==> config.mk <==
export PLATFORM = sky130hd
export DESIGN_NAME = btpl_front
export DESIGN_NICKNAME = d
export VERILOG_FILES = /design/src/sv/binary_trie_prefix_lookup_assert.svh /design/src/sv/btpl_pkg.sv /design/src/sv/btpl_queue.sv /design/src/sv/btpl_front.sv
export SDC_FILE = /design/constraint.sdc
export NUM_CORES = 1
export LEC_CHECK = 0
export ABC_CLOCK_PERIOD_IN_PS = 12600
export BUFFER_PORTS_ARGS = -buffer_cell sky130_fd_sc_hd__clkbuf_2
export CAP_MARGIN = 5
export CORE_ASPECT_RATIO = 1.25
export CORE_MARGIN = 10
export CORE_UTILIZATION = 55
export DETAILED_ROUTE_END_ITERATION = 8
export PLACE_DENSITY = 0.79
export RECOVER_POWER = 25
export SYNTH_ARGS = -nofsm -noshare
export SYNTH_HDL_FRONTEND = slang
export SYNTH_SLANG_ARGS = --single-unit
export TNS_END_PERCENT = 30
==> constraint.sdc <==
create_clock -name clk -period 12.6 [get_ports clk]
set_clock_uncertainty 0.05 [all_clocks]
set_input_delay 1.89 -clock clk [delete_from_list [all_inputs] [get_ports clk]]
set_output_delay 1.89 -clock clk [all_outputs]
set_load 0.01 [all_outputs]
==> src/sv/binary_trie_prefix_lookup_assert.svh <==
// Assertion macros shared by the lookup block.
`ifndef BINARY_TRIE_PREFIX_LOOKUP_ASSERT_SVH
`define BINARY_TRIE_PREFIX_LOOKUP_ASSERT_SVH

// Same-cycle implication, disabled during reset.
`define BTPL_ASSERT_IMP(lbl, clk, rst, ante, cons) \
  lbl: assert property (@(posedge clk) disable iff (rst) (ante) |-> (cons)) \
    else $error("binary_trie_prefix_lookup: check failed");

// Next-cycle implication, disabled during reset.
`define BTPL_ASSERT_NXT(lbl, clk, rst, ante, cons) \
  lbl: assert property (@(posedge clk) disable iff (rst) (ante) |=> (cons)) \
    else $error("binary_trie_prefix_lookup: check failed");

`endif

==> src/sv/btpl_pkg.sv <==
package btpl_pkg;

  // Default number of tree nodes held in the node memory.
  localparam int unsigned TREE_NODES_DEF = 65536;

  // Fixed field widths.
  localparam int unsigned REC_W    = 24;
  localparam int unsigned NC_W     = 17;
  localparam int unsigned IDX_W    = 16;
  localparam int unsigned ADDR_W   = 128;
  localparam int unsigned DEPTH_W  = 7;
  localparam int unsigned STATUS_W = 2;
  // Width used for compares against the node store size (up to 2**24).
  localparam int unsigned WIDE_W   = 25;
  localparam int unsigned SEPARATOR_BYTES = 16;

  // Command queue between front and back.
  localparam int unsigned QUEUE_DEPTH = 2;
  localparam int unsigned QUEUE_AW    = 1;

  // Request operations.
  localparam logic OP_WRITE  = 1'b0;
  localparam logic OP_LOOKUP = 1'b1;

  // Result status codes.
  localparam logic [STATUS_W-1:0] ST_WRITE_DONE = 2'd0;
  localparam logic [STATUS_W-1:0] ST_FOUND      = 2'd1;
  localparam logic [STATUS_W-1:0] ST_NO_ENTRY   = 2'd2;
  localparam logic [STATUS_W-1:0] ST_MALFORMED  = 2'd3;

  // Command kinds after classification.
  localparam logic [1:0] CMD_WRITE  = 2'd0;
  localparam logic [1:0] CMD_SKIP   = 2'd1;
  localparam logic [1:0] CMD_LOOKUP = 2'd2;

  typedef struct packed {
    logic              operation;
    logic [IDX_W-1:0]  node_index;
    logic [REC_W-1:0]  left_record;
    logic [REC_W-1:0]  right_record;
    logic [63:0]       addr_high;
    logic [63:0]       addr_low;
  } req_t;

  typedef struct packed {
    logic [STATUS_W-1:0] status;
    logic [REC_W-1:0]    data_offset;
  } rsp_t;

  typedef struct packed {
    logic [1:0]        kind;
    logic [IDX_W-1:0]  node_index;
    logic [REC_W-1:0]  left_record;
    logic [REC_W-1:0]  right_record;
    logic [ADDR_W-1:0] addr;
  } cmd_t;

  typedef struct packed {
    logic               walking;
    logic [DEPTH_W-1:0] depth;
  } back_stat_t;

endpackage

==> src/sv/btpl_queue.sv <==
module btpl_queue (
  input  logic          clk,
  input  logic          rst,
  input  logic          push,
  input  btpl_pkg::cmd_t push_data,
  output logic          full,
  input  logic          pop,
  output logic          not_empty,
  output btpl_pkg::cmd_t pop_data
);

  localparam int unsigned CNT_W = btpl_pkg::QUEUE_AW + 1;

  btpl_pkg::cmd_t                   entries [btpl_pkg::QUEUE_DEPTH];
  logic [btpl_pkg::QUEUE_AW-1:0]    wr_ptr;
  logic [btpl_pkg::QUEUE_AW-1:0]    rd_ptr;
  logic [CNT_W-1:0]                 count;

  assign full      = (count == CNT_W'(btpl_pkg::QUEUE_DEPTH));
  assign not_empty = (count != '0);
  assign pop_data  = entries[rd_ptr];

  // Pointers and fill count.
  always_ff @(posedge clk) begin
    if (rst) begin
      wr_ptr <= '0;
      rd_ptr <= '0;
      count  <= '0;
    end else begin
      if (push) begin
        wr_ptr <= wr_ptr + 1'b1;
      end
      if (pop) begin
        rd_ptr <= rd_ptr + 1'b1;
      end
      if (push && !pop) begin
        count <= count + 1'b1;
      end else if (pop && !push) begin
        count <= count - 1'b1;
      end
    end
  end

  // Entry storage.
  always_ff @(posedge clk) begin
    if (push) begin
      entries[wr_ptr] <= push_data;
    end
  end

endmodule

==> src/sv/btpl_front.sv <==
module btpl_front #(
  parameter int unsigned TREE_NODES = btpl_pkg::TREE_NODES_DEF
) (
  input  logic           clk,
  input  logic           rst,
  input  logic           req_valid,
  output logic           req_ready,
  input  btpl_pkg::req_t req,
  output logic           cmd_valid,
  input  logic           cmd_pop,
  output btpl_pkg::cmd_t cmd
);

  localparam logic [btpl_pkg::WIDE_W-1:0] NODES_W = btpl_pkg::WIDE_W'(TREE_NODES);

  btpl_pkg::cmd_t               cmd_in;
  logic                         q_full;
  logic [btpl_pkg::WIDE_W-1:0]  idx_wide;

  // Classify the request: writes outside the store are kept only for their result.
  always_comb begin
    idx_wide            = {{(btpl_pkg::WIDE_W - btpl_pkg::IDX_W){1'b0}}, req.node_index};
    cmd_in.node_index   = req.node_index;
    cmd_in.left_record  = req.left_record;
    cmd_in.right_record = req.right_record;
    cmd_in.addr         = {req.addr_high, req.addr_low};
    if (req.operation == btpl_pkg::OP_LOOKUP) begin
      cmd_in.kind = btpl_pkg::CMD_LOOKUP;
    end else if (idx_wide < NODES_W) begin
      cmd_in.kind = btpl_pkg::CMD_WRITE;
    end else begin
      cmd_in.kind = btpl_pkg::CMD_SKIP;
    end
  end

  assign req_ready = !q_full;

  btpl_queue u_queue (
    .clk       (clk),
    .rst       (rst),
    .push      (req_valid && req_ready),
    .push_data (cmd_in),
    .full      (q_full),
    .pop       (cmd_pop),
    .not_empty (cmd_valid),
    .pop_data  (cmd)
  );

endmodule

* Word level (Yosys, flattened, before mapping)
Memory sizes are Yosys's and may differ from the RTL's. A register that Yosys moved wholly into a read port is not among the register bits. Cells that the tools add are included.
Word-level totals: memories 1, bits of input ports 197, bits in registers 4, word-level logic and storage cells 24, memory bits (writable) 388, output and inout port bits 196
Memories:
- u_queue.entries | depth 2, width 194, rd ports 1, clocked after memory_dff 1, wr ports 1, RTL line btpl_queue.sv:14 | btpl_pkg::cmd_t entries [btpl_pkg::QUEUE_DEPTH];
Cells by class: reduce and logical (&&, ||, !) cells 8, add/subtract/negate cells 4, mux-type cells 7, equality and inequality tests 1
Operators with widths (count):
- 2-bit 2-to-1 mux | 3
- 1-bit 2-to-1 mux | 4
- 2-bit nonzero test | 2
- 1-bit logical AND | 3
- 1-bit zero test | 3
- 1-bit adder (second input constant) | 2
- 2-bit by 1-bit adder with 2-bit output (second input constant) | 1
- 2-bit equality test (second input constant) | 1
- 2-bit by 1-bit subtractor with 2-bit output (second input constant) | 1

* Longest topological paths before layout
Gate-level depths: netlist (run 1).
depth after elaboration 7, gate-level depth with buffers 6, depth with buffers taken out 6

* Cells and area by module
A second synthesis (run 1) with hierarchy kept.
Unflattened totals: cell total of the unflattened synthesis 629, area, all modules 14890.5 um^2
Modules (own cells, without submodules):
- btpl_queue | instances 1, cells each 626, sequential area each 11751.3 um^2, area each 14876.8 um^2
- btpl_front | instances 1, cells each 3, sequential area each 0.0 um^2, area each 13.8 um^2

* Worst setup path after synthesis (run 1)
No wires, ideal clock.
path kind input -> register, from input req_valid, to memory u_queue.entries[1][0] in the netlist's numbering (enable), data required time 11.972 ns, buffers on the path 0, arrival 6.351 ns, stages on the path 1, setup time 0.578 ns, slack 5.621 ns, cell sequence and3_1
On the way: cells in the longest elaborated chain, start to end 3
RTL lines:
- from (decl) | RTL line btpl_front.sv:6 | input logic req_valid,
- 1-bit logical AND | RTL line btpl_front.sv:41 | .push (req_valid && req_ready),
- 1-bit 2-to-1 mux | RTL line btpl_queue.sv:46 | if (push) begin
- 1-bit 2-to-1 mux (not written as such) | RTL line btpl_queue.sv:47 | entries[wr_ptr] <= push_data;
- to (decl) | RTL line btpl_queue.sv:14
No other way between the ends.

==> flow_summary.json, run 1 <==
{
  "syn_to_final_growth_pct": 22.8,
  "syn_area_um2": 14200,
  "dr.pass1.iters": 4,
  "dieArea_um2": 32700,
  "root_buffer": "clkbuf_16",
  "syn_nets": 824,
  "arrival_ps": 2950,
  "p_leak_nw": 6.39,
  "clock_latency_ps": 510,
  "port_buffers": 391,
  "ys_ff_latch": 391,
  "tns_ps": 0,
  "cts_resized": 0,
  "row_count": 65,
  "finalNetCount": 1239,
  "place_congestion": 0.764,
  "worstSetupStartpointType": "flip-flop",
  "yosys-top-cells-area": "edfxtp_1 (82%), mux2_2 (15%), buf_6 (1.3%)",
  "crit_family": "buffers and inverters",
  "post_cts_buffers": 0,
  "finish.utilization_pct": 68.8,
  "grt-ovfl-total": 0,
  "synth_cell_types": 21,
  "routed_wl_um": 31300,
  "drt_iter0_markers": 400,
  "finalCritPeriodShare_pct": 38.8,
  "cp-end-kind": "output pin",
  "grt_usage_pct": 18.1,
  "cp.required_ps": 10660,
  "cp_slowest_cell": "dfxtp_4",
  "dp.cells": 1337,
  "coreArea_um2": 25400,
  "ctsHoldBuffers": 0,
  "met3_usage_pct": 5.51,
  "wl_per_cell_um": 22.2,
  "regArea_um2": 11700,
  "status": "finished, final reports clean",
  "finalSetupViolCount": 0,
  "hold_viol_final": 0,
  "total_power_mw": 3.03,
  "ios": 393,
  "synth_seq_area_share_pct": 82.3,
  "rsz0062_at_grt": "false",
  "vias": 7353,
  "cp_cell_sequence": "buf_4, mux2_2, clkbuf_2",
  "worst_slew_pin_slew_ps": 1140,
  "ant_nets": 0,
  "holdPathStages": 2,
  "die_height_um": 200,
  "rr_worst_depth": 4,
  "cp_num_buf_inv": 2,
  "cts_sinks": 391,
  "htreeDepth": 2,
  "crit_path_max_fanout": 69,
  "min_period_ps": 4890,
  "grt_first_pass_wirelength_um": 45000,
  "holdWs_ps": 452,
  "power_density_nw_per_um2": 174,
  "hold_class": "reg2reg",
  "path_clk_slew_ps": 60,
  "slew_headroom_pct": 23.8,
  "maxCapViolCount": 0,
  "grtUsageMet2_pct": 33.4,
  "peakVddDrop_mv": 0.159,
  "path_depth": 3,
  "max_clock_freq_ghz": 0.204,
  "fill_cells": 1704,
  "final_common_cell": "edfxtp_1",
  "slowest_delay_ps": 930,
  "synth_warnings": 0,
  "cts-buffers-inserted": 37,
  "dpl.hpwl_um": 22100,
  "vias_per_cell": 5.22,
  "grt_pass1_vias": 7965,
  "cts_tree": "done",
  "multiInputGateArea_um2": 2300,
  "yosysTopAreaCellShare_pct": 81.5,
  "grt.busiest_layer": "met2",
  "layout_common_cells": "edfxtp_1 (386), clkbuf_2 (307), mux2_2 (193)",
  "initial_core_util_pct": 56.0,
  "slew_violations": 0,
  "avgSynthCellArea_um2": 22.7,
  "grt_start_max_net_pins": 84,
  "drive_gt1_share_pct": 52.8,
  "drc": 0,
  "syn_inst": 626,
  "cts_max_path_buffers": 3,
  "grt_antenna_before_repair": 5,
  "use_met1_pct": 18.0,
  "yosysTopAreaCell": "edfxtp_1",
  "die-width_um": 164,
  "fin_cells": 1408,
  "worstSetupPathType": "reg2out"
}
==> synthesized netlist by cell type <==
library cell / instances
buf_4: 3
o21ai_0: 1
and2_1: 1
mux2_2: 193
a21oi_1: 2
or2_2: 1
and3_1: 1
edfxtp_1: 386
nor2_1: 3
nand3b_1: 1
a21bo_2: 1
buf_2: 2
xnor2_1: 1
inv_1: 2
buf_6: 17
xor2_1: 2
ha_1: 1
conb_1: 1
nand2b_1: 1
or3_1: 1
dfxtp_1: 5
==> tightest hold or removal path, cell delays in order, from the launching register on <==
cell	delay (ps)
dfxtp_1	330
o21ai_0	70
a21oi_1	60
==> metal layers <==
| layer | part of all wire [%] | vias up |
|---|---|---|
| met5 | 0.038 | - |
| met4 | 3.5 | 2 |
| met1 | 33 | 3660 |
| met2 | 56 | 287 |
| li1 | - | 3337 |
| met3 | 7.7 | 67 |
==> worst paths after layout <==
path                                  from                          endpoint  slack, ps
max reg2reg  u_queue.count[0]$_SDFFE_PP0P_  u_queue.entries[1][30]$_DFFE_PP_       9600
min reg2reg  u_queue.count[1]$_SDFFE_PP0P_     u_queue.count[1]$_SDFFE_PP0P_        450
max                              flip-flop                           cmd[21]       7710
min          u_queue.count[1]$_SDFFE_PP0P_     u_queue.count[1]$_SDFFE_PP0P_        450
==> per-stage QoR <==
step | instance area (um^2) | setup slack (ps)
finish | 17500 | 7710
detailed placement | 16400 | 8220
global route | 17500 | 7540
global placement | 16400 | 8220
floorplan | 14200 | 5620
CTS | 17600 | 7690
==> report_power, final <==
| group | total, mW | internal, mW | switching [mW] |
|---|---|---|---|
| sequential | 1.62 | 1.58 | 0.0358 |
| clock | 1.01 | 0.574 | 0.438 |
| combinational | 0.406 | 0.170 | 0.236 |
==> state kept, by name (all words and copies together) (netlist names), named ones only <==
signal           flops
u_queue.rd_ptr       1
u_queue.wr_ptr       1
u_queue.entries    386
u_queue.count        2
==> area by class of cell <==
class / count / area share (%)
sequential: 391 / 67.0
antenna: 4 / 0.0573
clock buffer: 49 / 5.86
clock inverter: 18 / 0.545
tap: 335 / 2.40
multi-input combinational: 211 / 13.2
inverter: 2 / 0.0717
timing repair buffer: 398 / 10.9
==> kinds of logic after synthesis <==
group / after synthesis / share of synthesized area [%]
muxes: 193 / 15.3
xor gates and xnor gates: 3 / 0.185
AOI/OAI and AO/OA: 4 / 0.176
and+or+nand+nor: 9 / 0.352
DFF: 391 / 82.3
buffers and inverters: 24 / 1.63
other: 1 / 0.0264
adders and majority gates: 1 / 0.0880
Power figures use the tool's default switching activity.
==> run 2, diff against run 1 <==
Settings changed: ABC_CLOCK_PERIOD_IN_PS 12600 to 4700, CORE_UTILIZATION 55 to 52, PLACE_DENSITY 0.79 to 0.75.
Clock period 12.6 ns to 4.7 ns, I/O delays scaled along.
==> flow_summary.json, run 2 (synthesis gave the netlist of run 1 again) <==
{
  "status": "finished, final reports clean",
  "drc": 0,
  "finalCritPeriodShare_pct": 68.5,
  "root_buffer": "clkbuf_16",
  "dr.pass1.iters": 4,
  "min_period_ps": 3220,
  "slew_violations": 0,
  "regMostFlops": "u_queue.entries",
  "holdWs_ps": 343,
  "cts_sinks": 391,
  "cts_tree": "done",
  "largest_register_ffs": 386,
  "routed_wl_um": 32100,
  "htreeDepth": 2,
  "cts_max_path_buffers": 3,
  "cp-end-kind": "output pin",
  "total_power_mw": 8.15,
  "finalSetupViolCount": 0,
  "max_clock_freq_ghz": 0.311,
  "post_cts_buffers": 0,
  "die_height_um": 205,
  "largest_registers": "u_queue.entries (386), u_queue.count (2)",
  "p_leak_nw": 6.44,
  "wl_per_cell_um": 22.6,
  "ios": 393,
  "grt_usage_pct": 17.7,
  "coreArea_um2": 26900,
  "drive_gt1_share_pct": 53.5,
  "crit_path_max_fanout": 70,
  "grt_antenna_before_repair": 3,
  "dieArea_um2": 34400,
  "row_count": 67,
  "worst_slew_pin_slew_ps": 971,
  "peakVddDrop_mv": 0.334,
  "maxCapViolCount": 0,
  "final_common_cell": "edfxtp_1",
  "arrival_ps": 2460,
  "cp.required_ps": 3940,
  "slew_headroom_pct": 35.2,
  "dpl.hpwl_um": 22900,
  "vias_per_cell": 5.12,
  "grt_start_max_net_pins": 97,
  "fill_cells": 1915,
  "ant_nets": 0,
  "cts_resized": 0,
  "initial_core_util_pct": 52.8,
  "cts-buffers-inserted": 37,
  "worstSetupPathType": "reg2out",
  "port_buffers": 391,
  "syn_to_final_growth_pct": 23.3,
  "tns_ps": 0,
  "rsz0062_at_grt": "false",
  "layout_common_cells": "edfxtp_1 (386), clkbuf_2 (318), mux2_2 (193)",
  "grt-ovfl-total": 0,
  "worstSetupStartpointType": "flip-flop",
  "die-width_um": 168,
  "hold_class": "in2reg",
  "place_congestion": 0.779,
  "path_clk_slew_ps": 60,
  "vias": 7273,
  "clock_latency_ps": 500,
  "power_density_nw_per_um2": 465,
  "grt_pass1_vias": 7924,
  "ctsHoldBuffers": 0,
  "finalNetCount": 1245,
  "drt_iter0_markers": 446,
  "grt_first_pass_wirelength_um": 47000,
  "hold_viol_final": 0
}
## run 2: cell count changes in the layout (fill, tap and decap cells not counted), sizes merged
cell | before | now
bufinv | 0 | 2
clkinv | 14 | 12
inv | 4 | 3
buf | 7 | 14
diode | 4 | 5
clkbuf | 440 | 437
clkinvlp | 2 | 1
## run 2: final timing paths
path / start / to / slack (ps) / cells after the start
worst max-delay path: flip-flop / cmd[41] / 1480 / 3
worst min-delay path: req[8] / u_queue.entries[1][8]$_DFFE_PP_ / 340 / 1
worst max register to register: u_queue.count[0]$_SDFFE_PP0P_ / u_queue.entries[0][27]$_DFFE_PP_ / 2350 / 4
worst min register to register: u_queue.count[1]$_SDFFE_PP0P_ / u_queue.count[1]$_SDFFE_PP0P_ / 460 / 2
## run 2: layout make-up
class	count	area, um^2	share of cell area [%]
clock buffers	47	963	5.50
clock inverters	16	125	0.714
well taps	345	432	2.46
inverters	2	12.5	0.0714
diodes	5	12.5	0.0714
multi-input cells	211	2300	13.1
flip-flops and latches	391	11700	66.7
repair buffers	404	1990	11.3
## run 2: worst max-delay path, cell delays in order (launching register included)
cell      delay [ps]
dfxtp_4          960
buf_4            430
mux2_2           370
clkbuf_2         140
## run 2: routing by layer
| layer | vias to the layer above | part of all wire (%) | global-route usage, % |
|---|---|---|---|
| li1 | 3344 | - | - |
| met1 | 3600 | 34 | 18.6 |
| met2 | 266 | 55 | 32.3 |
| met3 | 63 | 7.4 | 5.00 |
| met4 | 0 | 3.4 | 7.60 |
| met5 | - | 0 | 0 |
## run 2: stage by stage
step,area [um^2],worst slack (ps),std cells,utilization [%]
2_1_floorplan,14200,-426,626,-
3_3_place_gp,16500,1930,1353,61.4
3_5_place_dp,16500,1920,1353,61.4
4_1_cts,17600,1390,1416,65.4
5_1_grt,17500,1320,1419,65.1
6_report,17500,1480,1421,65.1
## run 2: report_power, final
| group | internal [mW] | switching [mW] | leakage (nW) | total, mW |
|---|---|---|---|---|
| logic | 0.471 | 0.638 | 2.27 | 1.11 |
| clock network | 1.55 | 1.15 | 0.527 | 2.71 |
| registers | 4.23 | 0.0981 | 3.64 | 4.33 |
==> run 3, diff against run 2 <==
Settings changed: ABC_CLOCK_PERIOD_IN_PS 4700 to 2900, CORE_UTILIZATION 52 to 47, PLACE_DENSITY 0.75 to 0.72.
Clock period 4.7 ns to 2.9 ns, I/O delays scaled along.
==> flow_summary.json, run 3 (synthesis gave the netlist of run 1 again) <==
{
  "status": "finished, final reports clean",
  "finalNetCount": 1248,
  "layout_common_cells": "edfxtp_1 (386), clkbuf_2 (321), mux2_2 (193)",
  "wl_per_cell_um": 20.6,
  "worstSetupStartpointType": "flip-flop",
  "row_count": 71,
  "min_period_ps": 2570,
  "vias_per_cell": 4.88,
  "crit_family": "flip-flops",
  "dpl.hpwl_um": 21900,
  "drc": 0,
  "p_leak_nw": 6.54,
  "arrival_ps": 2080,
  "grt_pass1_vias": 7784,
  "htreeDepth": 2,
  "hold_viol_final": 0,
  "worstSetupPathType": "reg2out",
  "dpl_worst_slack_ps": 835,
  "routed_wl_um": 30500,
  "finalSetupViolCount": 0,
  "drt_iter0_markers": 332,
  "cts_sinks": 391,
  "path_clk_slew_ps": 60,
  "setup_ws_ps": 333,
  "largest_register_ffs": 386,
  "vias": 7237,
  "coreArea_um2": 29900,
  "grt_first_pass_wirelength_um": 45500,
  "cp_num_buf_inv": 2,
  "cp_slowest_cell": "dfxtp_4",
  "maxCapViolCount": 0,
  "syn_to_final_growth_pct": 25.6,
  "ant_nets": 0,
  "initial_core_util_pct": 47.5,
  "max_clock_freq_ghz": 0.390,
  "place_congestion": 0.776,
  "grt_usage_pct": 15.7,
  "cp.required_ps": 2410,
  "largest_registers": "u_queue.entries (386), u_queue.count (2)",
  "die-width_um": 176,
  "post_cts_buffers": 0,
  "finish.utilization_pct": 59.6,
  "clock_latency_ps": 520,
  "hold_class": "in2reg",
  "finalCritPeriodShare_pct": 88.5,
  "final_common_cell": "edfxtp_1",
  "cts-buffers-inserted": 38,
  "place_area_um2": 16700,
  "cp-end-kind": "output pin",
  "cts_max_path_buffers": 3,
  "peakVddDrop_mv": 0.635,
  "finalInstanceArea_um2": 17900,
  "ctsHoldBuffers": 0,
  "ios": 393,
  "rsz0062_at_grt": "false",
  "crit_path_max_fanout": 32,
  "regArea_um2": 11700,
  "regMostFlops": "u_queue.entries",
  "worst_slew_pin_slew_ps": 597,
  "slew_violations": 0,
  "total_power_mw": 13.6,
  "power_density_nw_per_um2": 762,
  "dr.pass1.iters": 4,
  "slew_headroom_pct": 60.2,
  "grt-ovfl-total": 0,
  "multiInputGateArea_um2": 2300,
  "cp_cell_sequence": "buf_4, mux2_2, clkbuf_2",
  "dieArea_um2": 37600,
  "die_height_um": 214,
  "grt_start_max_net_pins": 102,
  "port_buffers": 391,
  "cts_resized": 0,
  "cts_tree": "done",
  "drive_gt1_share_pct": 55.1,
  "grt_antenna_before_repair": 7,
  "root_buffer": "clkbuf_16",
  "fill_cells": 2255,
  "slowest_delay_ps": 720
}
==> run 3: changes by cell type in the layout (fill, tap and decap cells not counted), sizes merged <==
cell	delta
buf	+3
clkbuf	-3
clkinv	-1
bufinv	+2
clkinvlp	+5
==> run 3: power by group <==
part	total [mW]	switching, mW	internal (mW)
registers	7.00	0.142	6.86
clock network	4.78	1.95	2.83
logic	1.83	1.03	0.802
==> run 3: worst reg2reg max path, stage by stage (launching register included) <==
cell,delay [ps]
dfxtp_2,360
nand2b_4,150
and3_4,360
buf_12,360
==> run 3: per-stage QoR <==
stage	setup TNS [ps]	hold slack, ps	std cells
3_3_place_gp	0	443	1411
2_1_floorplan	-293500	430	626
3_5_place_dp	0	448	1411
6_report	0	52.4	1483
5_1_grt	0	28.7	1483
4_1_cts	0	17.1	1478
==> run 3: path summary, 6_finish.rpt <==
check                                                   endpoint                          start  slack, ps  depth (start not counted)
worst max-delay path                                    cmd[157]                      flip-flop        330                          3
worst min-delay path            u_queue.entries[1][82]$_DFFE_PP_                        req[82]         50                          1
worst max register to register  u_queue.entries[1][36]$_DFFE_PP_  u_queue.count[0]$_SDFFE_PP0P_       1140                          3
worst min register to register       u_queue.rd_ptr$_SDFFE_PP0P_    u_queue.rd_ptr$_SDFFE_PP0P_        460                          2
==> run 3: metal layers <==
layer  up-vias  routed length (um)  global-route usage [%]
met3        60                2730                    6.11
met1      3536               10500                    16.2
li1       3360                   -                       -
met2       277               16300                    27.7
met5         -                  26                       0
met4         4                 949                    6.76
==> run 3: cell type report <==
cell class	instances	area share, %
inverters	2	0.0631
diodes	5	0.0701
repair buffers	406	11.8
clock inverters	22	1.26
multi-input cells	211	12.9
flip-flops and latches	391	65.5
clock buffers	45	5.59
well taps	401	2.81
